## config.mk

```make
export PLATFORM = sky130hd
export DESIGN_NAME = smv_ctrl
export DESIGN_NICKNAME = d
export VERILOG_FILES = /design/src/rtl/smv_pkg.sv /design/src/rtl/smv_ctrl.sv
export SDC_FILE = /design/constraint.sdc
export NUM_CORES = 1
export LEC_CHECK = 0
export BUFFER_PORTS_ARGS = -buffer_cell sky130_fd_sc_hd__buf_4
export CAP_MARGIN = 20
export CORE_MARGIN = 3
export CORE_UTILIZATION = 53
export CTS_BUF_LIST = sky130_fd_sc_hd__clkbuf_4 sky130_fd_sc_hd__clkbuf_8 sky130_fd_sc_hd__clkbuf_16
export CTS_CLUSTER_SIZE = 16
export DETAILED_ROUTE_END_ITERATION = 10
export GPL_TIMING_DRIVEN = 0
export PLACE_DENSITY_LB_ADDON = 0.15
export SLEW_MARGIN = 10
export SYNTH_ARGS = -nofsm -noshare
export SYNTH_HDL_FRONTEND = slang
export SYNTH_SLANG_ARGS = --single-unit
```

## constraint.sdc

```tcl
create_clock -name clk -period 3.29 [get_ports clk]
set_input_delay 0.658 -clock clk [delete_from_list [all_inputs] [get_ports clk]]
set_output_delay 0.658 -clock clk [all_outputs]
set_load 0.01 [all_outputs]
```

## src/rtl/smv_pkg.sv

```systemverilog
`timescale 1ns / 1ps
// ----------------------------------------------------------------------------
// smv_pkg
// Shared constants, codes and handshake structs of the shifted
// matrix-vector product block.
// ----------------------------------------------------------------------------
package smv_pkg;

  localparam int DEF_MAX_DIM = 16;

  localparam int OP_W    = 2;
  localparam int IDX_W   = 4;
  localparam int VAL_W   = 16;
  localparam int SIZE_W  = 5;
  localparam int SUM_W   = 40;
  localparam int CFG_IDX_W = 1;

  localparam logic [OP_W-1:0] OP_WRITE_MATRIX = 2'd0;
  localparam logic [OP_W-1:0] OP_WRITE_VECTOR = 2'd1;
  localparam logic [OP_W-1:0] OP_COMPUTE      = 2'd2;

  localparam logic [CFG_IDX_W-1:0] CFG_SIZE_IN_USE    = 1'b0;
  localparam logic [CFG_IDX_W-1:0] CFG_DIAGONAL_SHIFT = 1'b1;

  localparam logic [SIZE_W-1:0] SIZE_RESET  = 5'd16;
  localparam logic [VAL_W-1:0]  SHIFT_RESET = 16'd0;

  typedef struct packed {
    logic mat_we;
    logic vec_we;
    logic issue;
    logic first;
    logic last_col;
    logic last_row;
    logic diag;
  } smv_cmd_t;

  typedef struct packed {
    logic result_valid;
    logic result_last;
  } smv_stat_t;

endpackage

```

## src/rtl/smv_ctrl.sv

```systemverilog
`timescale 1ns / 1ps
// ----------------------------------------------------------------------------
// smv_ctrl
// Controller: decodes items, walks the row and column counters of a
// compute run and waits for the last result before going idle.
// ----------------------------------------------------------------------------
module smv_ctrl
  import smv_pkg::*;
#(
  parameter int MAX_DIM = DEF_MAX_DIM,
  localparam int IW = $clog2(MAX_DIM)
) (
  input  logic              clk,
  input  logic              rst_n,
  input  logic              start,
  output logic              busy,
  input  logic [OP_W-1:0]   operation,
  input  logic [IDX_W-1:0]  row_index,
  input  logic [IDX_W-1:0]  column_index,
  input  logic [SIZE_W-1:0] size_in_use,
  output smv_cmd_t          cmd_o,
  output logic [IW-1:0]     row_o,
  output logic [IW-1:0]     col_o,
  input  smv_stat_t         stat_i
);

  typedef enum logic [1:0] {
    ST_IDLE,
    ST_RUN,
    ST_DRAIN
  } state_t;

  state_t        state_r;
  logic [IW-1:0] row_r;
  logic [IW-1:0] col_r;
  logic [IW-1:0] last_r;
  logic          accept;
  logic          row_ok;
  logic          col_ok;
  logic [IW-1:0] last_nxt;

  assign accept = start && (state_r == ST_IDLE);
  assign busy   = (state_r != ST_IDLE);
  assign row_ok = int'(row_index) < MAX_DIM;
  assign col_ok = int'(column_index) < MAX_DIM;

  always_comb begin
    if (int'(size_in_use) > MAX_DIM) begin
      last_nxt = IW'(MAX_DIM - 1);
    end else begin
      last_nxt = IW'(size_in_use - 5'd1);
    end
  end

  always_comb begin
    cmd_o          = '0;
    cmd_o.mat_we   = accept && (operation == OP_WRITE_MATRIX) && row_ok && col_ok;
    cmd_o.vec_we   = accept && (operation == OP_WRITE_VECTOR) && row_ok;
    cmd_o.issue    = (state_r == ST_RUN);
    cmd_o.first    = (col_r == '0);
    cmd_o.last_col = (col_r == last_r);
    cmd_o.last_row = (row_r == last_r);
    cmd_o.diag     = (row_r == col_r);
  end

  assign row_o = row_r;
  assign col_o = col_r;

  always_ff @(posedge clk) begin
    if (!rst_n) begin
      state_r <= ST_IDLE;
      row_r   <= '0;
      col_r   <= '0;
      last_r  <= '0;
    end else begin
      unique case (state_r)
        ST_IDLE: begin
          if (accept && (operation == OP_COMPUTE) && (size_in_use != '0)) begin
            row_r   <= '0;
            col_r   <= '0;
            last_r  <= last_nxt;
            state_r <= ST_RUN;
          end
        end
        ST_RUN: begin
          if (col_r == last_r) begin
            col_r <= '0;
            if (row_r == last_r) begin
              state_r <= ST_DRAIN;
            end else begin
              row_r <= row_r + 1'b1;
            end
          end else begin
            col_r <= col_r + 1'b1;
          end
        end
        ST_DRAIN: begin
          if (stat_i.result_valid && stat_i.result_last) begin
            state_r <= ST_IDLE;
          end
        end
        default: begin
          state_r <= ST_IDLE;
        end
      endcase
    end
  end

  a_result_only_when_busy: assert property (@(posedge clk) disable iff (!rst_n)
    stat_i.result_valid |-> (state_r != ST_IDLE))
    else $error("result emitted while idle");

  a_counters_in_range: assert property (@(posedge clk) disable iff (!rst_n)
    (state_r == ST_RUN) |-> ((row_r <= last_r) && (col_r <= last_r)))
    else $error("row or column counter beyond active size");

  a_last_ends_run: assert property (@(posedge clk) disable iff (!rst_n)
    (stat_i.result_valid && stat_i.result_last) |=> (state_r == ST_IDLE))
    else $error("controller still busy after last result");

endmodule

```

==> results of run 1 <==
worst register-to-register path, delay by kind of cell, from the launching register on:
kind | cells | cell delay, ns
compound gates | 1 | 0.39
flops | 1 | 0.33
xor+xnor | 1 | 0.30
mux | 1 | 0.22
buf+inv | 1 | 0.18
simple gates | 1 | 0.17
per-layer routing:
metal / part of all wire (%) / up-vias / routed length, µm
met3: 4.3 / 5 / 104
met1: 42 / 472 / 1020
met4: 2.0 / 0 / 49
li1: - / 482 / -
met2: 51 / 27 / 1230
met5: 0 / - / 0
flip-flops by register name, indices dropped and copies added, names as in the netlist:
| signal | count |
|---|---|
| col_o | 4 |
| last_r | 4 |
| row_o | 4 |
| state_r | 2 |
cells in the mapped netlist, drive strengths merged, types with 2 or more instances:
| cell type | number | area (µm²) |
|---|---|---|
| a221oi | 2 | 23.8 |
| nor3b | 4 | 41.3 |
| dfxtp | 14 | 280 |
| nor2 | 3 | 11.3 |
| a311oi | 2 | 17.5 |
| a21oi | 5 | 25.0 |
| nand2b | 3 | 18.8 |
| a31oi | 3 | 18.8 |
| nand4 | 2 | 18.8 |
| nand3 | 4 | 20.0 |
| inv | 11 | 41.3 |
| mux2i | 2 | 20.0 |
| xnor2 | 6 | 60.1 |
| nor4 | 2 | 18.8 |
| ha | 4 | 50.1 |
| a41oi | 4 | 50.1 |
| xor2 | 9 | 78.8 |
| o21ai | 4 | 20.0 |
| o21a | 2 | 15.0 |
| nor3 | 4 | 25.0 |
| nand2 | 8 | 32.5 |
| buf | 5 | 40.0 |
per-stage QoR:
step,cell area (µm²),utilization (%),hold slack [ns]
after floorplan,1060,-,0.469
after global placement,1280,71.3,0.501
after detailed placement,1280,71.3,0.516
after CTS,1320,73.3,0.530
after global routing,1320,73.3,0.547
final,1320,73.3,0.530
where the power goes:
group	switching (mW)	leakage, nW	total (mW)	internal [mW]
clock	0.0606	0.0210	0.128	0.0675
sequential	0.00559	0.113	0.179	0.174
combinational	0.0525	0.450	0.0987	0.0462
total	0.119	0.585	0.406	0.288
cell families after synthesis:
group | Yosys count | synth area share, %
AO/OA/AOI/OAI | 26 | 21.1
XOR/XNOR | 15 | 13.1
adder cells (fa/ha/maj) | 4 | 4.73
buffers and inverters | 17 | 8.40
flip-flops | 14 | 26.5
multiplexers | 2 | 1.89
AND/OR/NAND/NOR | 38 | 24.3
layout make-up:
class / count / area (µm²)
plain buffers: 6 / 47.5
clock buffers: 4 / 36.3
well taps: 25 / 31.3
fillers: 148 / 482
multi-input cells: 85 / 688
repair buffers: 26 / 195
flip-flops and latches: 14 / 280
inverters: 11 / 41.3
worst min path at each step:
stage                            to  depth (start not counted)      start  slack [ns]
after detailed placement  last_r[2]                          2  last_r[2]        0.52
after floorplan           last_r[2]                          2  last_r[2]        0.47
after global placement    last_r[2]                          2  last_r[2]        0.50
final                     last_r[2]                          2  last_r[2]        0.53
after CTS                 last_r[2]                          2  last_r[2]        0.53
after global routing      last_r[2]                          2  last_r[2]        0.55
==> reports/results.ini, run 1 <==
[worst_setup_path]
cp_top_family = buffers and inverters
cp-start-kind = flop
endpoint = cmd_o[2]
cp.depth = 5
crit_fanout = 6
worstReg2RegStart = col_o[0]
r2r_setup_slack_ns = 1.64
max_stage_delay_ns = 0.33
cpMaxStageDelayCell = dfxtp_1
cp-startpoint = col_o[0]
arrival_ns = 1.61
worstPathCellList = buf_2 -> xnor2_1 -> nand4_1 -> inv_1 -> buf_4
required_ns = 2.63
reg2reg_depth = 5
r2r_end = row_o[1]
worstSetupEndpointType = primary output
path_buf_inv = 3
crit_type = flop to primary output

[synthesis]
ys_warn_count = 0
synth_edf_count = 0
synthDistinctLibCells = 45
yosys_most_used_dff = dfxtp_1
async_flop_share_pct = 0
yosysSeqAreaShare_pct = 26.5
ys_seq_elements = 14
syn_area_per_cell_um2 = 9.11
synth_area_um2 = 1060
syn_nets = 140
synthCells = 116

[grt]
gr-usage-all-layers_pct = 22.3
busiest_layer = met2
grt_use_met3_pct = 5.34
grt_max_degree = 10
antenna_found_initial = 0
met2_usage_pct = 38.7
grt_first_pass_wirelength_um = 4310
overflow = 0
grt.met1_usage_pct = 25.3
grt_pass1_vias = 996

[place]
port_buffers = 26
gp_congestion = 0.831
dp_cells = 167
pre_cts_ws_ns = 1.13
hpwl_um = 1940

[detailed_routing]
dr.pass1.iters = 4
vias = 986
drc_errors = 0
wl_per_cell_um = 14.1
postRouteWirelength_um = 2400
drtIter0Drc = 18
viasPerCell = 5.77
postRouteAntennaNets = 0

[pwr]
pwr_density_cell_nw_per_um2 = 308
leakage_nw = 0.585
ir_worst_vdd_mv = 0.221
power_uw = 406

[finish]
fin_nets = 171
layout_commonest_cell = buf_4
layout-drive-gt1-share_pct = 34.9
mostFrequentLayoutCells = buf_4 (27), dfxtp_1 (14), inv_1 (11)
syn_to_final_growth_pct = 24.9
finalNonFillerCells = 171
num_antenna_cells = 0

[clock_network]
cts_sinks = 14
insertion_delay_ns = 0.29
clock_path_buffers = 2
post-cts-setup-buffers = 0
cts_root_buf = clkbuf_4
clk_pin_slew_ns = 0.09
cts_resized = 0
cts_buffers = 3
hold_buffers = 0
cts_tree = done
htree_levels = 1

[die]
initial_core_util_pct = 58.7
dieHeight_um = 50.7
ioPinCount = 36
dieArea_um2 = 2570
rows = 15
core_area_um2 = 1800
die_w_um = 50.7

[flow_run]
drv_cap = 0

[status]
status = completed

[timing]
fmax_ghz = 0.441
maxSlewViolCount = 0
rsz0062_at_grt = no
clock_skew_ns = 0.00346
finalWorstSetupSlack_ns = 1.02
setup_violations = 0
tightest_slew_ns = 0.476
fin_crit_ns = 2.27
max-slew-margin-rel_pct = 68.0
hold_viol = 0
setup_tns_ns = 0
period_share_pct = 68.9

[worst_hold_path]
hold_path_class = flop to flop

No activity file was read; power rests on OpenSTA's default activity.
==> inputs of run 2 (changes only) <==
--- a/config.mk
+++ b/config.mk
@@ -8,7 +8,7 @@
 export BUFFER_PORTS_ARGS = -buffer_cell sky130_fd_sc_hd__buf_4
 export CAP_MARGIN = 20
 export CORE_MARGIN = 3
-export CORE_UTILIZATION = 53
+export CORE_UTILIZATION = 44
 export CTS_BUF_LIST = sky130_fd_sc_hd__clkbuf_4 sky130_fd_sc_hd__clkbuf_8 sky130_fd_sc_hd__clkbuf_16
 export CTS_CLUSTER_SIZE = 16
 export DETAILED_ROUTE_END_ITERATION = 10
==> constraint.sdc (replaced) <==
create_clock -name clk -period 1.9 [get_ports clk]
set_input_delay 0.38 -clock clk [delete_from_list [all_inputs] [get_ports clk]]
set_output_delay 0.38 -clock clk [all_outputs]
set_load 0.01 [all_outputs]
==> run 2 against run 1 <==
The run now ends with setup timing left. Utilization fell by 11 points. Clock power rose by 72%. Register-to-register slack got worse by 1.5 ns. Sequential share of layout area fell by 0.75 points. Final area rose by 5.5%. Clock skew barely moved. Die area rose by 18%. Sequential power rose by 74%. Hold slack got worse by 0.24 ns. Count of clock-buffer cells in the layout did not move. Total power rose by 81%.
==> reports/results.ini, run 2 (same netlist as run 1, synthesis figures left out) <==
[worst_setup_path]
cp-start-kind = flop
worstSetupEndpointType = primary output
worstReg2RegStart = col_o[1]
crit_fanout = 6
r2r_setup_slack_ns = 0.17
cpMaxStageDelayCell = nor4_4
crit_type = flop to primary output
path_buf_inv = 1
arrival_ns = 1.53
required_ns = 1.52
max_stage_delay_ns = 0.44
r2r_end = row_o[1]
reg2reg_depth = 6
worstPathCellList = xor2_1 -> nor4_4 -> buf_4
cp_top_family = simple AND/OR/NAND/NOR gates

[place]
gp_congestion = 0.875
placed_cell_area_um2 = 1290
hpwl_um = 1850
pre_cts_ws_ns = 0.0281
dp_cells = 170
port_buffers = 26

[finish]
layout_commonest_cell = buf_4
final_cell_area_um2 = 1390
syn_to_final_growth_pct = 31.7
layout-drive-gt1-share_pct = 42.0
n_fill_cell = 214
fin_nets = 175
num_antenna_cells = 0
finalNonFillerCells = 178
mostFrequentLayoutCells = buf_4 (31), inv_1 (10), dfxtp_1 (10)

[clock_network]
cts_root_buf = clkbuf_4
clock_path_buffers = 2
clk_pin_slew_ns = 0.09
htree_levels = 1
insertion_delay_ns = 0.28
hold_buffers = 0
cts_buffers = 3
cts_tree = done
cts_sinks = 14

[timing]
max-slew-margin-rel_pct = 71.8
finalWorstSetupSlack_ns = -0.00889
fmax_ghz = 0.524
setup_violations = 1
fin_crit_ns = 1.91
tightest_slew_ns = 0.424
maxSlewViolCount = 0
period_share_pct = 100
hold_viol = 0
setup_tns_ns = -0.00889
clock_skew_ns = 0.00392
whs_ns = 0.291

[detailed_routing]
viasPerCell = 5.64
dr.pass1.iters = 4
drtIter0Drc = 16
drc_errors = 0
vias = 1004
wl_per_cell_um = 14.4
postRouteWirelength_um = 2560
postRouteAntennaNets = 0

[grt]
gr-usage-all-layers_pct = 18.6
overflow = 0
grt_max_degree = 10
grt_pass1_vias = 914
grt_first_pass_wirelength_um = 4060
antenna_found_initial = 0

[status]
failed_checks = setup timing
status = finished with violations

[pwr]
ir_worst_vdd_mv = 0.340
pwr_density_cell_nw_per_um2 = 529
leakage_nw = 0.613

[die]
dieArea_um2 = 3030
dieHeight_um = 55.0
ioPinCount = 36
rows = 17
initial_core_util_pct = 46.9
core_area_um2 = 2250
die_w_um = 55.0

[worst_hold_path]
hold_path_class = input pin to flop
hp-start = size_in_use[0]
min_path_cells = 2
min_delay_worst_endpoint = last_r[0]

[flow_run]
drv_cap = 0

==> run 2: cell types whose count changed in the layout (fill, tap and decap cells not counted), sizes merged <==
cell,delta
buf,+3
clkbuf,+1
==> run 2: area by class of cell <==
class                      instances  area (µm²)  area share (%)
inverter                          11        41.3            2.96
timing repair buffer              30         225            16.2
sequential                        14         285            20.5
multi-input combinational         85         719            51.7
clock buffer                       4        36.3            2.61
buffer                             6        50.0            3.59
tap                               28        35.0            2.52
==> run 2: power by group <==
| group | leakage (nW) | total, mW | switching, mW | internal, mW |
|---|---|---|---|---|
| combinational | 0.476 | 0.205 | 0.101 | 0.104 |
| sequential | 0.115 | 0.312 | 0.0110 | 0.301 |
| clock | 0.0210 | 0.220 | 0.103 | 0.117 |
| total | 0.613 | 0.737 | 0.214 | 0.522 |
==> run 2: how the worst max path moves through the flow <==
stage / from / end / slack [ns] / cells past startpoint
after CTS: row_o[2] / cmd_o[1] / 0.003 / 3
after global routing: row_o[0] / cmd_o[1] / -0.06 / 3
final: row_o[0] / cmd_o[1] / -0.009 / 3
after detailed placement: size_in_use[0] / row_o[1] / 0.03 / 7
after floorplan: size_in_use[0] / row_o[3] / 0.28 / 6
after global placement: size_in_use[0] / row_o[3] / 0.06 / 7
==> run 2: repair_timing <==
action                     4_1_cts  5_1_grt
buffers inserted                 0        4
pin swaps                        0        2
setup endpoints to repair        2        4
resized for setup                3        7
==> run 2: metal layers <==
layer	routed length [µm]	share of wire, %	vias to the layer above	GRT usage (%)
li1	-	-	493	-
met4	40	1.6	0	6.07
met2	1290	50	28	31.9
met3	128	5.0	4	3.22
met1	1100	43	479	23.5
met5	0	0	-	0
==> run 2: worst reg2reg max path, stage by stage (launching register included) <==
cell      delay, ns
dfxtp_1        0.33
buf_2          0.17
xnor2_2        0.23
nand4_1        0.17
buf_4          0.17
a221oi_1       0.36
mux2i_1        0.23
==> run 2: stage by stage <==
step           power, mW  utilization [%]
2_1_floorplan      0.422                -
3_3_place_gp       0.485             57.1
3_5_place_dp       0.488             57.1
4_1_cts            0.713             59.4
5_1_grt            0.772             61.8
6_report           0.737             61.8
